File: config.mk
export PLATFORM = sky130hd
export DESIGN_NAME = mse_ctrl
export DESIGN_NICKNAME = d
export VERILOG_FILES = /design/src/hdl/mse_pkg.sv /design/src/hdl/mse_ctrl.sv
export SDC_FILE = /design/constraint.sdc
export NUM_CORES = 1
export LEC_CHECK = 0
export ABC_AREA = 1
export ABC_CLOCK_PERIOD_IN_PS = 1300
export BUFFER_PORTS_ARGS = -buffer_cell sky130_fd_sc_hd__buf_2
export CORE_AREA = 2 2 39 41
export CTS_CLUSTER_SIZE = 28
export DETAILED_ROUTE_END_ITERATION = 8
export DIE_AREA = 0 0 41 43
export HOLD_SLACK_MARGIN = 0.08
export PLACE_DENSITY = 0.69
export SYNTH_ARGS = -nofsm -noshare
export SYNTH_HDL_FRONTEND = slang
export SYNTH_SLANG_ARGS = --single-unit
export TNS_END_PERCENT = 50
File: constraint.sdc
create_clock -name clk -period 1.3 [get_ports clk]
set_clock_uncertainty 0.05 [all_clocks]
set_input_delay 0.26 -clock clk [delete_from_list [all_inputs] [get_ports clk]]
set_output_delay 0.26 -clock clk [all_outputs]
set_load 0.03 [all_outputs]
File: src/hdl/mse_pkg.sv
// ----------------------------------------------------------------------------
// mse_pkg: shared types for the MIPS subset execute unit
// Operation codes, request and result payloads, and the command and status
// groups that pass between the controller and the datapath.
// ----------------------------------------------------------------------------
package mse_pkg;

	// Default depth of the data word store.
	localparam int MemWordsDef = 4096;

	// Index of the link register written by JAL.
	localparam logic [4:0] LinkReg = 5'd31;

	typedef enum logic [4:0] {
		OP_ADD  = 5'd0,
		OP_ADDI = 5'd1,
		OP_AND  = 5'd2,
		OP_BEQ  = 5'd3,
		OP_BGTZ = 5'd4,
		OP_BLEZ = 5'd5,
		OP_BNE  = 5'd6,
		OP_DIV  = 5'd7,
		OP_J    = 5'd8,
		OP_JAL  = 5'd9,
		OP_JR   = 5'd10,
		OP_LUI  = 5'd11,
		OP_LW   = 5'd12,
		OP_MFHI = 5'd13,
		OP_MFLO = 5'd14,
		OP_MULT = 5'd15,
		OP_NOP  = 5'd16,
		OP_OR   = 5'd17,
		OP_ROTR = 5'd18,
		OP_SLL  = 5'd19,
		OP_SLT  = 5'd20,
		OP_SRL  = 5'd21,
		OP_SUB  = 5'd22,
		OP_SW   = 5'd23,
		OP_XOR  = 5'd24
	} op_t;

	typedef struct packed {
		logic [4:0]         operation;
		logic [4:0]         src_reg;
		logic [4:0]         second_reg;
		logic [4:0]         dest_reg;
		logic [4:0]         base_reg;
		logic [4:0]         shift_amount;
		logic signed [15:0] imm_value;
		logic signed [15:0] offset_value;
		logic [25:0]        jump_target;
	} in_t;

	typedef struct packed {
		logic [31:0] pc_after;
		logic        reg_write_valid;
		logic [4:0]  reg_write_index;
		logic [31:0] reg_write_value;
		logic        hilo_written;
		logic [31:0] hi_value;
		logic [31:0] lo_value;
		logic        store_valid;
		logic [31:0] store_address;
		logic [31:0] store_data;
		logic        overflow_flag;
		logic        unknown_flag;
	} out_t;

	// Commands from the controller to the datapath.
	typedef struct packed {
		logic clr;
		logic accept;
		logic exec;
		logic mem;
		logic md_start;
		logic wb;
	} cmd_t;

	// Status from the datapath to the controller.
	typedef struct packed {
		logic clr_last;
		logic is_mem;
		logic is_md;
		logic md_done;
	} sts_t;

endpackage

File: src/hdl/mse_ctrl.sv
// ----------------------------------------------------------------------------
// mse_ctrl: execute controller
// Sequences clearing, execute, memory access, multiply/divide wait and
// writeback, and owns both channel handshakes.
// ----------------------------------------------------------------------------
module mse_ctrl (
	input  logic          clk,
	input  logic          arst_n,
	input  logic          in_valid,
	output logic          in_ready,
	output logic          out_valid,
	input  logic          out_ready,
	input  mse_pkg::sts_t sts,
	output mse_pkg::cmd_t cmd
);

	typedef enum logic [5:0] {
		S_CLEAR = 6'b000001,
		S_IDLE  = 6'b000010,
		S_EXEC  = 6'b000100,
		S_MEM   = 6'b001000,
		S_MD    = 6'b010000,
		S_WB    = 6'b100000
	} state_t;

	state_t state_q, state_n;
	logic   out_valid_q;
	logic   wb_ok;

	// Writeback may proceed once the result register is free or being taken.
	assign wb_ok = !out_valid_q || out_ready;

	always_comb begin
		state_n      = state_q;
		cmd          = '0;
		in_ready     = 1'b0;
		unique case (state_q)
			S_CLEAR: begin
				cmd.clr = 1'b1;
				if (sts.clr_last) begin
					state_n = S_IDLE;
				end
			end
			S_IDLE: begin
				in_ready   = 1'b1;
				cmd.accept = in_valid;
				if (in_valid) begin
					state_n = S_EXEC;
				end
			end
			S_EXEC: begin
				cmd.exec     = 1'b1;
				cmd.md_start = sts.is_md;
				state_n      = sts.is_mem ? S_MEM : (sts.is_md ? S_MD : S_WB);
			end
			S_MEM: begin
				cmd.mem = 1'b1;
				state_n = S_WB;
			end
			S_MD: begin
				if (sts.md_done) begin
					state_n = S_WB;
				end
			end
			S_WB: begin
				if (wb_ok) begin
					cmd.wb  = 1'b1;
					state_n = S_IDLE;
				end
			end
			default: state_n = S_IDLE;
		endcase
	end

	always_ff @(posedge clk or negedge arst_n) begin
		if (!arst_n) begin
			state_q     <= S_CLEAR;
			out_valid_q <= 1'b0;
		end else begin
			state_q <= state_n;
			if (cmd.wb) begin
				out_valid_q <= 1'b1;
			end else if (out_ready) begin
				out_valid_q <= 1'b0;
			end
		end
	end

	assign out_valid = out_valid_q;

endmodule

[Word-level counts from Yosys, hierarchy flattened]
Index checks and enable logic that the tools add are counted.
Word-level totals
  register bits: 7
  word-level logic and storage cells: 33
Cells by class
  equal/unequal tests: 10
  multiplexer cells: 17
  reduce and logical (&&, ||, !) cells: 4
Operators by type and width (number)
  two-way mux 6 bit: 6
  one-hot mux 6 bit (6 select lines): 1
  two-way mux 1 bit: 10
  inequality test 2 bit (second input constant): 4
  == test 6 x 1 -> 1 bit (second input constant): 1
  == test 6 x 2 -> 1 bit (second input constant): 1
  == test 6 x 3 -> 1 bit (second input constant): 1
  == test 6 x 4 -> 1 bit (second input constant): 1
  == test 6 x 5 -> 1 bit (second input constant): 1
  == test 6 bit (second input constant): 1
  AND reduction 4 bit: 1
  nonzero test 2 bit: 1
  logical NOT 1 bit: 1
  logical OR 1 bit: 1

[Depth between registers and ports, before layout]
  depth after elaboration: 5
  mapped depth: 8
  depth with buffers taken out: 8

[Worst setup path after synthesis]
OpenSTA, ideal clock, no wires.
  kind: register to output
  start: register state_q[5]
  end: output port cmd[4] (netlist name)
  arrival time: 1.093 ns
  required time: 0.990 ns
  setup slack: -0.103 ns
  cell stages (with the launch flop): 4
  path through: dfrtp_1 -> nor2_4 -> nand3_2 -> nor2_1
RTL lines
  from (decl): line mse_ctrl.sv:26  | state_t state_q, state_n;
  from (signal assigned): line mse_ctrl.sv:80  | state_q <= state_n;
  to (decl): line mse_ctrl.sv:14  | output mse_pkg::cmd_t cmd

==> reports/metrics.csv <==
stage,metric,value,unit
placement,pre-CTS setup slack,-0.08476,ns
setup_path,"Req. time, crit path",0.99,ns
synth,synthesized area per cell,7.285,um2
global_route,number of global-route vias before repair,436,
sta,Hold Fails Final Rpt,0,
die,Die H,43,um
setup_path,crit path max fanout,3,
die,die area,0.001763,mm2
placement,GP Congestion,0.8063,
power,Total Power,0.001326,W
cells_and_area,fraction of layout cells with a size suffix above 1,44.94,%
min_path,worst min path class,input port to flip-flop,
synth,Post-Syn Area,451.7,um2
setup_path,CP startpoint kind,flip-flop,
cells_and_area,nets,98,
clocking,# H-tree levels,1,
routing,final wirelength,1025,um
synth,post-synth cell types,14,
global_route,initial antenna violation count,0,
setup_path,"slowest stage cell, crit path",dfstp_2,
power,Sw Share,45.35,%
routing,DRC,0,
synth,Synth top area share,33.24,%
routing,Via density,4.619,
clocking,CTS Sinks,7,
synth,#FFs+latches synth,7,
clocking,Max Buffers Root-to-Sink,2,
routing,number of DRC markers in iteration 0,6,
sta,part of the cycle the worst path needs,122.0,%
power,sequential share of power,25.1,%
sta,Slew HR,87.28,%
power,Pint,0.0007245,W
sta,min Tclk post-route,1.586,ns
job,max_cap viols,0,
status,failing checks,setup timing,
power,worst vdd ir,815.9,uV
die,Initial Util,32.64,%
clocking,Clk Tree Root Cell,clkbuf_4,
placement,placement-stage cell area,589.3,um2
setup_path,worst path cell trace,inv_1 -> nor2_2 -> and3_1 -> buf_6,
synth,Mapped Cells,62,
synth,Synth warnings,0,
cells_and_area,antenna fix cells,0,
sta,fin. max-slew vios,0,
clocking,cts bufs inserted,3,
setup_path,Crit path arrival time,1.28,ns
clocking,clock latency on the worst-skew pair,0.25,ns
global_route,GR Overflow Total,0,
routing,Routed Antenna Nets,0,
setup_path,CP max stage delay,0.58,ns
cells_and_area,"commonest non-fill, non-tap cell in the layout",inv_1,
die,die width,41,um
routing,Vias,485,
power,leakage,0.4085,nW
placement,Placed Cells,98,
placement,DPL Wire Length,818.7,um
global_route,gr usage total,13.81,%
power,NetSw,0.0006011,W
global_route,largest net degree at the start of global routing,9,
power,clock share of power,15.4,%
sta,final setup violation count,9,
routing,1st-pass router iterations,4,
sta,RSZ-0062 raised after global routing,yes,
clocking,CTS tree,built,
global_route,global-route wire length before repair,1656,um
sta,Fmax,630.5,MHz
setup_path,critical path endpoint category,primary output,
cells_and_area,filler-free cell count of the finished design,105,
sta,worst setup margin,-0.2860,ns
cells_and_area,Layout Utilization,50.27,%
cells_and_area,most frequent cells in the layout,"14 x inv_1, 11 x nand2_1, 8 x buf_2, 8 x buf_4, 7 x nor2_2",
synth,Syn Nets,70,
die,row count,14,
power,Gate power share,59.4,%
setup_path,Crit Path Class,flip-flop to primary output,
status,status,"finished, violations left",
synth,top post-synthesis cells by area,"dfrtp_1 33%, inv_1 12%, nand2_1 9.1%",
synth,sequential area share after synthesis,39.06,%
die,Core ar.,0.001384,mm2
sta,actual slew at the worst max-slew pin,0.1907,ns
cells_and_area,post-route cell area,695.7,um2
clocking,clock-pin slew on the worst setup and hold paths,0.06,ns
synth,cell taking the most area after synthesis,dfrtp_1,
die,# IOs,16,
power,power per cell area,1906,mW/mm2
routing,WL/cell,9.762,um
cells_and_area,Area growth syn-to-layout,54.02,%
placement,I/O Buffers,15,
==> power groups by stage <==
stage	Combinational [W]	Clock (W)	Sequential, W
after floorplan	0.000453	0	0.000334
after global placement	0.000637	0	0.000327
after detailed placement	0.000651	0	0.000335
after CTS	0.000746	0.000203	0.000331
after global routing	0.000861	0.000222	0.000337
final	0.000788	0.000205	0.000333
==> flip-flops by register name, indices dropped and copies added (netlist names) <==
| register | flops |
|---|---|
| out_valid | 1 |
| state_q | 6 |
==> routing by layer <==
metal,up-vias,track usage (%),routed length (um)
li1,244,-,-
met1,224,18.24,449
met2,15,20.63,505
met3,2,3.141,55
met4,0,6.000,14
met5,-,0,0
==> worst max-delay path: cells and delay by family, from the launching register on <==
family                 cells  cell delay (ns)
buffers and inverters      2             0.19
and+or+nand+nor            2             0.26
DFF                        1             0.58
==> through the flow <==
step | setup TNS [ns] | hold slack (ns)
after floorplan | -0.02631 | -0.08559
after global placement | -0.1127 | 0.05304
after detailed placement | -0.2177 | 0.06065
after CTS | -1.785 | 0.1799
after global routing | -2.634 | 0.1752
final | -1.927 | 0.1748
==> path summary, 6_finish.rpt <==
path	cells after the start	slack, ns	end	startpoint
worst max-delay path	4	-0.29	cmd[5]	state_q[0]$_DFFE_PN1P_
worst min-delay path	2	0.17	out_valid$_DFFE_PN0P_	out_ready
worst max register to register	7	-0.06	state_q[5]$_DFFE_PN0P_	state_q[1]$_DFFE_PN0P_
worst min register to register	2	0.50	out_valid$_DFFE_PN0P_	out_valid$_DFFE_PN0P_
max in group asynchronous	2	0.65	state_q[0]$_DFFE_PN1P_	arst_n
min in group asynchronous	2	0.32	state_q[2]$_DFFE_PN0P_	arst_n
==> cell usage after synthesis, drive strengths merged <==
cell	n
nand3	5
o21ai	1
nand4	5
dfstp	1
nor3	1
nand2	11
inv	15
nor2	16
and3	1
dfrtp	6
==> cell type report <==
type / count / area [um2]
fillers: 144 / 688.2
clock buffers: 4 / 26.28
flip-flops and latches: 7 / 176.4
repair buffers: 23 / 177.7
well taps: 16 / 20.02
inverters: 15 / 56.30
multi-input cells: 40 / 239.0
==> timing repair <==
| item | in CTS | in global routing |
|---|---|---|
| buffers inserted | 1 | 1 |
| endpoints found under the setup margin | 7 | 9 |
| resized for setup | 12 | 5 |
| hold buffers | 1 | 0 |
| pin swaps | 5 | 4 |
| hold endpoints to repair | 7 | 0 |
==> cell families after synthesis <==
| family | count (synthesis) | share of synthesized area (%) |
|---|---|---|
| buffers and inverters | 15 | 12.46 |
| and+or+nand+nor | 39 | 47.37 |
| DFF | 7 | 39.06 |
| AOI/OAI and AO/OA | 1 | 1.107 |
No activity file was read; power rests on OpenSTA's default activity.
